--- config.mk ---
export PLATFORM = sky130hd
export DESIGN_NAME = rgbe_pixel_to_half_float
export DESIGN_NICKNAME = d
export VERILOG_FILES = /design/src/rtl/rgbe_pkg.sv /design/src/rtl/rgbe_mul.sv /design/src/rtl/rgbe_norm.sv /design/src/rtl/rgbe_narrow.sv /design/src/rtl/rgbe_pixel_to_half_float.sv
export SDC_FILE = /design/constraint.sdc
export NUM_CORES = 1
export LEC_CHECK = 0
export ABC_AREA = 1
export BUFFER_PORTS_ARGS = -buffer_cell sky130_fd_sc_hd__buf_2
export CORE_MARGIN = 1.5
export CORE_UTILIZATION = 30
export CTS_CLUSTER_SIZE = 24
export DETAILED_ROUTE_END_ITERATION = 8
export PLACE_DENSITY_LB_ADDON = 0.15
export SYNTH_ARGS = -nofsm -noshare
export SYNTH_HDL_FRONTEND = slang
export SYNTH_SLANG_ARGS = --single-unit
--- constraint.sdc ---
create_clock -name clock -period 8.9 [get_ports clock]
set_input_delay 0.89 -clock clock [delete_from_list [all_inputs] [get_ports clock]]
set_output_delay 0.89 -clock clock [all_outputs]
set_load 0.02 [all_outputs]
--- src/rtl/rgbe_pkg.sv ---
package rgbe_pkg;

   // float32(1/255) significand, hidden bit included; value is SIG * 2^-31
   localparam logic [23:0] RCP_255_SIG = 24'h808081;
   // unbiased-to-half offset: 23 (lead base) + 127 - 128 (scale) - 112 (rebias) - 31
   localparam logic [10:0] EXP_OFFSET  = 11'd121;
   localparam logic [15:0] HALF_INF    = 16'h7c00;
   localparam logic [23:0] HALF_ROUND  = 24'h002000;
   localparam int          CHANNELS    = 3;

   typedef logic [7:0]  byte_type;
   typedef logic [31:0] prod_type;
   typedef logic [15:0] half_type;

   typedef struct packed {
      logic              zero;
      logic signed [10:0] expo;   // half-biased exponent before narrowing
      logic [22:0]       frac;
   } norm_type;

   // Normalize the exact product, round to float32 (nearest even) and apply the scale.
   function automatic norm_type normalize(input prod_type prod, input byte_type sexp);
      logic [3:0]  lead;
      prod_type    shifted;
      prod_type    below;
      logic        guard;
      logic        sticky;
      logic        up;
      logic [24:0] sum;
      logic        carry;
      logic [10:0] ex;
      norm_type    r;
      lead = 4'd0;
      for (int i = 0; i < 9; i++) begin
         if (prod[23 + i]) begin
            lead = 4'(i);
         end
      end
      shifted = prod >> lead;
      below   = prod & ((32'd1 << lead) - 32'd1);
      guard   = |(below & (32'd1 << (lead - 4'd1)));
      sticky  = |(below & ((32'd1 << (lead - 4'd1)) - 32'd1));
      up      = guard & (sticky | shifted[0]);
      sum     = {1'b0, shifted[23:0]} + 25'(up);
      carry   = sum[24];
      r.frac  = carry ? 23'd0 : sum[22:0];
      ex      = {7'd0, lead} + {10'd0, carry} + {3'd0, sexp} - EXP_OFFSET;
      r.expo  = $signed(ex);
      r.zero  = (prod == '0);
      return r;
   endfunction

   // Narrow to binary16, round half up on the first dropped bit.
   function automatic half_type narrow(input norm_type n);
      logic [23:0]        m;
      logic [4:0]         sh;
      logic signed [10:0] e;
      half_type           h;
      e = n.expo;
      m = 24'd0;
      sh = 5'd0;
      if (n.zero || (e < -11'sd10)) begin
         h = 16'd0;
      end else if (e <= 11'sd0) begin
         sh = 5'(11'sd1 - e);
         m  = {1'b1, n.frac} >> sh;
         if (m[12]) begin
            m = m + HALF_ROUND;
         end
         h = {5'd0, m[23:13]};
      end else begin
         m = {1'b0, n.frac};
         if (m[12]) begin
            m = m + HALF_ROUND;
         end
         if (m[23]) begin
            m = 24'd0;
            e = e + 11'sd1;
         end
         if (e > 11'sd30) begin
            h = HALF_INF;
         end else begin
            h = {1'b0, e[4:0], m[22:13]};
         end
      end
      return h;
   endfunction

endpackage

--- src/rtl/rgbe_mul.sv ---
module rgbe_mul (
   input  logic                         clock,
   input  logic                         reset,
   input  logic                         in_valid,
   output logic                         in_stall,
   input  rgbe_pkg::byte_type           in_byte [rgbe_pkg::CHANNELS],
   input  rgbe_pkg::byte_type           in_sexp,
   output logic                         out_valid,
   input  logic                         out_stall,
   output rgbe_pkg::prod_type           out_prod [rgbe_pkg::CHANNELS],
   output rgbe_pkg::byte_type           out_sexp
);
   import rgbe_pkg::*;

   logic     valid_ff;
   prod_type prod_ff [CHANNELS];
   byte_type sexp_ff;
   logic     load;

   assign in_stall = valid_ff & out_stall;
   assign load     = in_valid & ~in_stall;

   always_ff @(posedge clock) begin
      if (reset) begin
         valid_ff <= 1'b0;
      end else if (!in_stall) begin
         valid_ff <= in_valid;
      end
   end

   always_ff @(posedge clock) begin
      if (load) begin
         for (int c = 0; c < CHANNELS; c++) begin
            prod_ff[c] <= 32'(in_byte[c]) * 32'(RCP_255_SIG);
         end
         sexp_ff <= in_sexp;
      end
   end

   assign out_valid = valid_ff;
   assign out_prod  = prod_ff;
   assign out_sexp  = sexp_ff;
endmodule

--- src/rtl/rgbe_norm.sv ---
module rgbe_norm (
   input  logic                         clock,
   input  logic                         reset,
   input  logic                         in_valid,
   output logic                         in_stall,
   input  rgbe_pkg::prod_type           in_prod [rgbe_pkg::CHANNELS],
   input  rgbe_pkg::byte_type           in_sexp,
   output logic                         out_valid,
   input  logic                         out_stall,
   output rgbe_pkg::norm_type           out_norm [rgbe_pkg::CHANNELS]
);
   import rgbe_pkg::*;

   logic     valid_ff;
   norm_type norm_ff [CHANNELS];
   logic     load;

   assign in_stall = valid_ff & out_stall;
   assign load     = in_valid & ~in_stall;

   always_ff @(posedge clock) begin
      if (reset) begin
         valid_ff <= 1'b0;
      end else if (!in_stall) begin
         valid_ff <= in_valid;
      end
   end

   always_ff @(posedge clock) begin
      if (load) begin
         for (int c = 0; c < CHANNELS; c++) begin
            norm_ff[c] <= normalize(in_prod[c], in_sexp);
         end
      end
   end

   assign out_valid = valid_ff;
   assign out_norm  = norm_ff;
endmodule

--- src/rtl/rgbe_narrow.sv ---
module rgbe_narrow (
   input  logic                         clock,
   input  logic                         reset,
   input  logic                         in_valid,
   output logic                         in_stall,
   input  rgbe_pkg::norm_type           in_norm [rgbe_pkg::CHANNELS],
   output logic                         out_valid,
   input  logic                         out_stall,
   output rgbe_pkg::half_type           out_half [rgbe_pkg::CHANNELS]
);
   import rgbe_pkg::*;

   logic     valid_ff;
   half_type half_ff [CHANNELS];
   logic     load;

   assign in_stall = valid_ff & out_stall;
   assign load     = in_valid & ~in_stall;

   always_ff @(posedge clock) begin
      if (reset) begin
         valid_ff <= 1'b0;
      end else if (!in_stall) begin
         valid_ff <= in_valid;
      end
   end

   always_ff @(posedge clock) begin
      if (load) begin
         for (int c = 0; c < CHANNELS; c++) begin
            half_ff[c] <= narrow(in_norm[c]);
         end
      end
   end

   assign out_valid = valid_ff;
   assign out_half  = half_ff;
endmodule

--- src/rtl/rgbe_pixel_to_half_float.sv ---
// RGBE pixel to binary16 converter.
// Input channel (req_): one RGBE pixel per transaction, three mantissa bytes
// and the shared exponent byte. Output channel (rsp_): three binary16 bit
// patterns, one transaction per pixel, in arrival order.
// Each channel is byte * float32(1/255), scaled by 2^(exponent-128) in float32,
// then narrowed to half with round half up; tiny values give zero and large
// values give +infinity.
// Structure: three register stages (multiply, normalize/round, narrow); a pixel
// passes the multiply, normalize and narrow registers in turn, and rsp_valid
// rises once it is held in the narrow register.
// Throughput: one pixel per cycle while rsp_stall is low; a stage register
// takes a pixel whenever it is empty or its content moves on in the same cycle.
// Reset clears the stage valid bits; nothing is in flight afterwards.
// When the receiver holds rsp_stall the last stage holds its result and the
// earlier stages keep filling; req_stall rises only once every stage is full.
module rgbe_pixel_to_half_float (
   input  logic        clock,
   input  logic        reset,
   input  logic        req_valid,
   output logic        req_stall,
   input  logic [7:0]  req_red,
   input  logic [7:0]  req_green,
   input  logic [7:0]  req_blue,
   input  logic [7:0]  req_shared_exponent,
   output logic        rsp_valid,
   input  logic        rsp_stall,
   output logic [15:0] rsp_red_half,
   output logic [15:0] rsp_green_half,
   output logic [15:0] rsp_blue_half
);
   import rgbe_pkg::*;

   byte_type in_byte [CHANNELS];
   prod_type prod    [CHANNELS];
   norm_type norm    [CHANNELS];
   half_type half    [CHANNELS];
   byte_type sexp;
   logic     mul_valid;
   logic     mul_stall;
   logic     norm_valid;
   logic     norm_stall;

   assign in_byte[0] = req_red;
   assign in_byte[1] = req_green;
   assign in_byte[2] = req_blue;

   rgbe_mul u_mul (
      .clock     (clock),
      .reset     (reset),
      .in_valid  (req_valid),
      .in_stall  (req_stall),
      .in_byte   (in_byte),
      .in_sexp   (req_shared_exponent),
      .out_valid (mul_valid),
      .out_stall (mul_stall),
      .out_prod  (prod),
      .out_sexp  (sexp)
   );

   rgbe_norm u_norm (
      .clock     (clock),
      .reset     (reset),
      .in_valid  (mul_valid),
      .in_stall  (mul_stall),
      .in_prod   (prod),
      .in_sexp   (sexp),
      .out_valid (norm_valid),
      .out_stall (norm_stall),
      .out_norm  (norm)
   );

   rgbe_narrow u_narrow (
      .clock     (clock),
      .reset     (reset),
      .in_valid  (norm_valid),
      .in_stall  (norm_stall),
      .in_norm   (norm),
      .out_valid (rsp_valid),
      .out_stall (rsp_stall),
      .out_half  (half)
   );

   assign rsp_red_half   = half[0];
   assign rsp_green_half = half[1];
   assign rsp_blue_half  = half[2];
endmodule

==> results.cfg, run 1 <==
[min_path]
worstHoldStart = u_mul.out_valid
min_path_cells = 2
worstHoldPathType = flip-flop to flip-flop
hold_end = u_norm.out_valid

[pwr]
combPwrFrac = 0.254
p_sw_frac = 0.330
p_leak_nw = 9.17
p_clk_frac = 0.356
p_int_mw = 2.06
power.total_mw = 3.08
power_density_nw_per_um2 = 149
max-vdd-ir-drop_v = 0.000122
pwr-share-seq = 0.390
power.switching_mw = 1.02

[synthesis]
synth_warnings = 0
synth_top_area_cell = edfxtp_1
yosysSeqAreaShare = 0.328
syn_inst = 2728
synth_area_per_cell_um2 = 6.88
synth_edf_count = 203
yosysMostFrequentCell = nand2_1
synth_area_um2 = 18800
ys_seq_elements = 206
netlist.area_leader.share = 0.325
synthFlopType = edfxtp_1
synth_commonest_cells = nand2_1, nand3_1, inv_1
synth_cell_types = 55
async_reset_ff_frac = 0
ys_top_cells_by_area = edfxtp_1, nand2_1, nand3_1

[clock_network]
cts_buffers = 25
cts.sinks = 206
h-tree-depth = 1
post_cts_buffers = 0
clk_latency_ns = 0.56
holdBufCountCts = 0
cts_root_buf = clkbuf_16
cts_resized = 0
cts_buffer_depth = 3
cts_tree = yes
clkTransAtPathRegs_ns = 0.06

[flow_run]
max-cap-violations = 0

[setup_path]
worstRegToRegCells = 29
reg2reg_to = u_norm.out_norm[65]
slowest_delay_ns = 1.00
worst-setup-path-type = flip-flop to flip-flop
worstPathRequired_ns = 9.21
cp_max_fo = 28
timing.critical_path.mode_cell = ha_1
start_kind = flip-flop
crit_start = u_mul.out_prod[63]
cp.arrival_ns = 6.59
rrSetupSlack_ns = 2.62
slowest_stage = edfxtp_1
end_kind = flip-flop
reg2reg_from = u_mul.out_prod[63]

[drt]
route.detailed.drc = 0
via_per_inst = 4.89
wl_mm = 53.1
drt_iter0_drc = 1307
wl_per_cell_um = 14.7
ant_nets = 0
drt_first_pass_iters = 6
vias = 17700

[timing]
setup_violations = 0
max_slew_margin = 0.207
finClkSkew_ns = 0.0309
period_needed_ns = 6.28
drv_slew = 0
tightestPinTransition_ns = 1.18
hold_violations = 0
max_freq_mhz = 159
tns_ns = 0
rsz0062_at_grt = false
fin_hold_ws_ns = 0.475
finalWorstSetupSlack_ns = 2.62
fin_crit_sh = 0.705

[global_routing]
track_usage = 0.164
antenna_found_initial = 0
overflow = 0
grt_pass1_vias = 16600
grt_pass1_wl_mm = 86.6
grt_start_max_net_pins = 75

[floorplan]
die_h_um = 253
core-area_um2 = 61700
fp-row-count = 91
dieArea_um2 = 64100
ios = 86
initial_core_util = 0.304
die_w_um = 253

[cells_and_area]
antenna_cells = 0
drive_gt1_frac = 0.0961
n_fill_cell = 6739
area_growth_pct = 10.1
final_nets = 2870

[placement]
io_buffers = 82
place_hpwl_mm = 42.0
pre_cts_ws_ns = 2.70
routabilityCongestion = 0.891

[status]
status = finished, final reports clean
worst max-delay path, delay by kind of cell (launching register included):
family,cells,cell delay (ns)
AND/OR/NAND/NOR,14,2.29
adder cells (fa/ha/maj),6,1.48
flip-flops,1,1.00
buffers and inverters,5,0.62
AO/OA/AOI/OAI,3,0.49
XOR/XNOR,1,0.09
logic make-up (layout without fill, tap and decap cells):
group,after synthesis,in the layout,synth area share
flip-flops,206,206,0.328
XOR/XNOR,95,95,0.0455
buffers and inverters,421,466,0.0952
other,1,6,0.000200
adder cells (fa/ha/maj),75,75,0.0512
AND/OR/NAND/NOR,1684,1684,0.408
AO/OA/AOI/OAI,246,246,0.0719
power by group through the flow:
stage / sequential [mW] / combinational, mW / clock [mW]
floorplan: 1.20 / 0.606 / 0
global placement: 1.22 / 0.776 / 0
detailed placement: 1.22 / 0.777 / 0
CTS: 1.20 / 0.781 / 1.13
global route: 1.21 / 0.892 / 1.17
finish: 1.20 / 0.782 / 1.10
sequential cells by signal (all words and copies together), names as in the netlist:
name                count
u_mul.out_valid         1
u_narrow.out_valid      1
u_norm.out_norm        69
u_norm.out_valid        1
u_mul.out_prod         81
u_narrow.out_half      45
u_mul.out_sexp          8
worst max path at each step:
stage                          end  slack, ns
6_report       u_norm.out_norm[65]       2.62
5_1_grt        u_norm.out_norm[65]       2.17
4_1_cts        u_norm.out_norm[65]       2.70
3_5_place_dp   u_norm.out_norm[65]       2.70
3_3_place_gp   u_norm.out_norm[65]       2.80
2_1_floorplan    u_mul.out_prod[0]       3.44
final cells by class:
cell class / instances / area, um2 / area share
timing repair buffer: 90 / 470 / 0.0228
clock inverter: 13 / 204 / 0.00987
tap: 837 / 1050 / 0.0507
multi-input combinational: 2106 / 10900 / 0.526
sequential: 206 / 6160 / 0.298
clock buffer: 33 / 686 / 0.0332
inverter: 330 / 1240 / 0.0600
routing by layer:
layer  vias up  part of all wire  track usage
li1       9144                 -            -
met1      8043              0.49        0.234
met2       430              0.44        0.258
met3        72             0.047       0.0210
met4         0             0.021       0.0436
met5         -                 0            0
stage by stage:
stage | instance area, um2 | instances | utilization
2_1_floorplan | 18800 | 2733 | -
3_3_place_gp | 19800 | 3569 | 0.320
3_5_place_dp | 19800 | 3569 | 0.320
4_1_cts | 20700 | 3615 | 0.335
5_1_grt | 20700 | 3615 | 0.335
6_report | 20700 | 3615 | 0.335
layout by cell type, fill, tap and decap left out, types with 5 or more instances in the layout:
master and count:
conb_1 6, nor3_1 30, a21oi_1 79, inv_2 31, nor2_4 6, nor4_1 19
bufinv_16 5, nand2_1 748, ha_1 72, clkbuf_1 5, buf_2 82, nor3_2 6
o211ai_1 20, nand4_1 61, nor2_2 33, nor2_1 235, nand3_1 463, xnor2_1 17
a31oi_1 6, buf_4 8, and2_1 5, nand2_2 23, clkinv_1 6, edfxtp_1 203
nand3b_1 22, nand3_2 14, xor2_1 75, nand2_4 8, clkbuf_16 25, inv_1 294
o21ai_1 22, o21ai_0 99
Power figures use the tool's default switching activity.
==> run 2, diff against run 1 <==
==> constraint.sdc (replaced) <==
create_clock -name clock -period 5.1 [get_ports clock]
set_input_delay 0.51 -clock clock [delete_from_list [all_inputs] [get_ports clock]]
set_output_delay 0.51 -clock clock [all_outputs]
set_load 0.02 [all_outputs]
==> results.cfg, run 2 (synthesis gave the netlist of run 1 again) <==
[placement]
io_buffers = 82
routabilityCongestion = 0.883
place_hpwl_mm = 43.4
dp.cells = 3602
place_area_um2 = 20000
pre_cts_ws_ns = 0.195

[floorplan]
fp-row-count = 91
core-area_um2 = 61700
dieArea_um2 = 64100
ios = 86
die_w_um = 253
initial_core_util = 0.304
die_h_um = 253

[setup_path]
slowest_delay_ns = 0.42
worstPathRequired_ns = 5.39
critPathTopFamily = simple AND/OR/NAND/NOR gates
timing.critical_path.mode_cell = nand2_1
cp.arrival_ns = 4.99
cp_max_fo = 17
path_buf_inv = 5
worst-setup-path-type = flip-flop to flip-flop
slowest_stage = fa_1
start_kind = flip-flop
end_kind = flip-flop

[cells_and_area]
area_growth_pct = 11.8
drive_gt1_frac = 0.112
final_cell_count_no_fill = 3659
final_common_cell = nand2_1
layout_common_cells = nand2_1, nand3_1, inv_1
antenna_cells = 0
finalCoreUtilization = 0.340
n_fill_cell = 6768
stdcell_area_um2 = 21000
final_nets = 2913
largest_register_ffs = 81

[timing]
tightestPinTransition_ns = 0.794
fin_hold_ws_ns = 0.141
max_slew_margin = 0.470
period_needed_ns = 4.71
setup_violations = 0
drv_slew = 0
tns_ns = 0
fin_crit_sh = 0.923
rsz0062_at_grt = true
max_freq_mhz = 212
hold_violations = 0
finalWorstSetupSlack_ns = 0.393
finClkSkew_ns = 0.0152

[global_routing]
grt_start_max_net_pins = 90
overflow = 0
track_usage = 0.167
grt_pass1_wl_mm = 87.7
antenna_found_initial = 1
grt_pass1_vias = 16800

[drt]
drt_first_pass_iters = 5
ant_nets = 0
wl_mm = 54.7
via_per_inst = 4.90
route.detailed.drc = 0
drt_iter0_drc = 1242
vias = 17900
wl_per_cell_um = 15.0

[clock_network]
cts_root_buf = clkbuf_16
holdBufCountCts = 0
h-tree-depth = 1
cts_tree = yes
cts.sinks = 206
cts_buffers = 26
cts_buffer_depth = 3
clk_latency_ns = 0.57
clkTransAtPathRegs_ns = 0.06

[pwr]
power_density_nw_per_um2 = 254
p_leak_nw = 9.36
max-vdd-ir-drop_v = 0.000234
power.total_mw = 5.32

[flow_run]
max-cap-violations = 0

[status]
status = finished, final reports clean

[min_path]
worstHoldPathType = input port to flip-flop
-- run 2: metal layers --
layer | track usage | part of all wire | vias to the layer above
li1 | - | - | 9239
met1 | 0.238 | 0.49 | 8294
met2 | 0.271 | 0.45 | 363
met3 | 0.0171 | 0.040 | 51
met4 | 0.0359 | 0.016 | 0
met5 | 0 | 0 | -
-- run 2: power breakdown --
group	internal [mW]	leakage, nW	switching [mW]
clock network	1.04	0.404	0.767
logic	0.442	7.00	0.979
registers	1.99	1.96	0.103
total	3.47	9.36	1.85
-- run 2: repair_timing --
action / in CTS / in global routing
endpoints found under the setup margin: 0 / 16
buffers inserted: 0 / 9
resized for setup: 0 / 16
-- run 2: area by class of cell --
type	instances	area, um2	share of cell area
Clock buffer	28	658	0.0314
Clock inverter	20	183	0.00871
Inverter	330	1240	0.0592
Multi-Input combinational cell	2106	10900	0.519
Sequential cell	206	6160	0.293
Tap cell	837	1050	0.0499
Timing Repair Buffer	132	806	0.0384
-- run 2: path summary, 6_finish.rpt --
check	start	endpoint	slack, ns	cells past startpoint
min	reset	u_narrow.out_valid	0.14	2
max reg2reg	u_mul.out_prod[57]	u_norm.out_norm[67]	0.39	32
min reg2reg	u_mul.out_valid	u_norm.out_valid	0.49	2
max	u_mul.out_prod[57]	u_norm.out_norm[67]	0.39	32
==> run 3, diff against run 2 <==
--- a/config.mk
+++ b/config.mk
@@ -7,7 +7,7 @@
 export LEC_CHECK = 0
 export ABC_AREA = 1
 export BUFFER_PORTS_ARGS = -buffer_cell sky130_fd_sc_hd__buf_2
-export CORE_MARGIN = 1.5
+export CORE_MARGIN = 2
 export CORE_UTILIZATION = 30
 export CTS_CLUSTER_SIZE = 24
 export DETAILED_ROUTE_END_ITERATION = 8
==> results.cfg, run 3 (synthesis gave the netlist of run 1 again) <==
[floorplan]
die_w_um = 254
dieArea_um2 = 64600
initial_core_util = 0.304
ios = 86
core-area_um2 = 61800
die_h_um = 254
fp-row-count = 91

[cells_and_area]
area_growth_pct = 12.0
drive_gt1_frac = 0.112
largest_register_ffs = 81
n_fill_cell = 6710
final_nets = 2916
layout_common_cells = nand2_1, nand3_1, inv_1
final_common_cell = nand2_1
finalCoreUtilization = 0.340
antenna_cells = 0

[drt]
ant_nets = 0
drt_iter0_drc = 1421
wl_mm = 53.9
route.detailed.drc = 0
drt_first_pass_iters = 5
vias = 17900
via_per_inst = 4.88
wl_per_cell_um = 14.7

[global_routing]
antenna_found_initial = 1
grt_pass1_vias = 16900
track_usage = 0.165
overflow = 0
grt_pass1_wl_mm = 87.8
grt_start_max_net_pins = 62

[pwr]
pwr-share-seq = 0.392
max-vdd-ir-drop_v = 0.000219
power.switching_mw = 1.80
combPwrFrac = 0.265
power_density_nw_per_um2 = 254
p_sw_frac = 0.337
p_leak_nw = 9.38
p_int_mw = 3.54
p_clk_frac = 0.343

[setup_path]
reg2reg_from = u_mul.out_prod[27]
slowest_stage = edfxtp_1
rrSetupSlack_ns = 0.38
worstPathRequired_ns = 5.40
cp.arrival_ns = 5.02
slowest_delay_ns = 0.44
start_kind = flip-flop
worstRegToRegCells = 30
worst-setup-path-type = flip-flop to flip-flop
reg2reg_to = u_norm.out_norm[30]
end_kind = flip-flop
cp_max_fo = 5

[placement]
place_hpwl_mm = 42.8
pre_cts_ws_ns = 0.0979
routabilityCongestion = 0.891
io_buffers = 82

[clock_network]
h-tree-depth = 1
cts_root_buf = clkbuf_16
cts_buffer_depth = 3
holdBufCountCts = 0
cts_tree = yes
cts_buffers = 25
cts.sinks = 206
clkTransAtPathRegs_ns = 0.06
clk_latency_ns = 0.56

[status]
status = finished, final reports clean

[timing]
finalWorstSetupSlack_ns = 0.379
finClkSkew_ns = 0.0127
setup_violations = 0
max_freq_mhz = 212
drv_slew = 0
period_needed_ns = 4.72
tns_ns = 0
tightestPinTransition_ns = 0.996
hold_violations = 0
fin_crit_sh = 0.926
max_slew_margin = 0.334
fin_hold_ws_ns = 0.147
rsz0062_at_grt = false

[min_path]
worstHoldStart = reset
min_path_cells = 2
hold_end = u_narrow.out_valid
worstHoldPathType = input port to flip-flop

[flow_run]
max-cap-violations = 0
run 3: changes by cell type in the layout (fill, tap and decap cells not counted), moves of 2 or more:
cell and delta:
buf_4 +3, bufinv_16 +2, clkbuf_1 +4, clkinv_2 -3, nor2_4 +2, o21ai_0 +2
o21ai_1 -2
run 3: power groups by stage:
stage               logic [mW]  clock network, mW  registers (mW)
floorplan                 1.06                  0            2.10
CTS                       1.40               1.90            2.09
detailed placement        1.39                  0            2.13
global placement          1.39                  0            2.13
global route              1.62               1.95            2.11
finish                    1.41               1.83            2.09
run 3: area by class of cell:
| class | count | area (um2) | area share |
|---|---|---|---|
| Multi-Input combinational cell | 2107 | 10900 | 0.519 |
| Sequential cell | 206 | 6160 | 0.293 |
| Inverter | 330 | 1240 | 0.0592 |
| Tap cell | 837 | 1050 | 0.0498 |
| Timing Repair Buffer | 135 | 833 | 0.0396 |
| Clock buffer | 31 | 648 | 0.0308 |
| Clock inverter | 15 | 186 | 0.00887 |
run 3: metrics by stage:
stage	power (mW)	cells	area, um2
final	5.33	3661	21000
after global routing	5.68	3661	21000
after CTS	5.39	3649	20900
after detailed placement	3.52	3603	20000
after global placement	3.52	3603	20000
after floorplan	3.15	2733	18800
run 3: how the worst max path moves through the flow:
stage,from,to,depth (start not counted)
floorplan,rsp_stall,u_mul.out_prod[0],5
global placement,u_mul.out_prod[60],u_norm.out_norm[65],31
detailed placement,u_mul.out_prod[60],u_norm.out_norm[65],31
CTS,u_mul.out_prod[60],u_norm.out_norm[65],31
global route,u_mul.out_prod[27],u_norm.out_norm[30],30
finish,u_mul.out_prod[27],u_norm.out_norm[30],30
run 3: what timing repair did:
| item | 4_1_cts | 5_1_grt |
|---|---|---|
| endpoints found under the setup margin | 0 | 17 |
| buffers inserted | 0 | 11 |
| gates resized for setup | 0 | 17 |
run 3: worst max-delay path: cells and delay by family, from the launching register on:
| kind | cells | cell delay [ns] |
|---|---|---|
| compound gates | 2 | 0.28 |
| xor+xnor | 1 | 0.08 |
| fa+ha+maj | 6 | 1.51 |
| buf+inv | 4 | 0.27 |
| flops | 1 | 0.44 |
| simple gates | 17 | 1.86 |
run 3: per-layer routing:
metal  vias up  global-route usage  share of wire
li1       9254                   -              -
met1      8150               0.232           0.49
met2       388               0.271           0.45
met3        64              0.0166          0.041
met4         0              0.0422          0.021
met5         -                   0              0
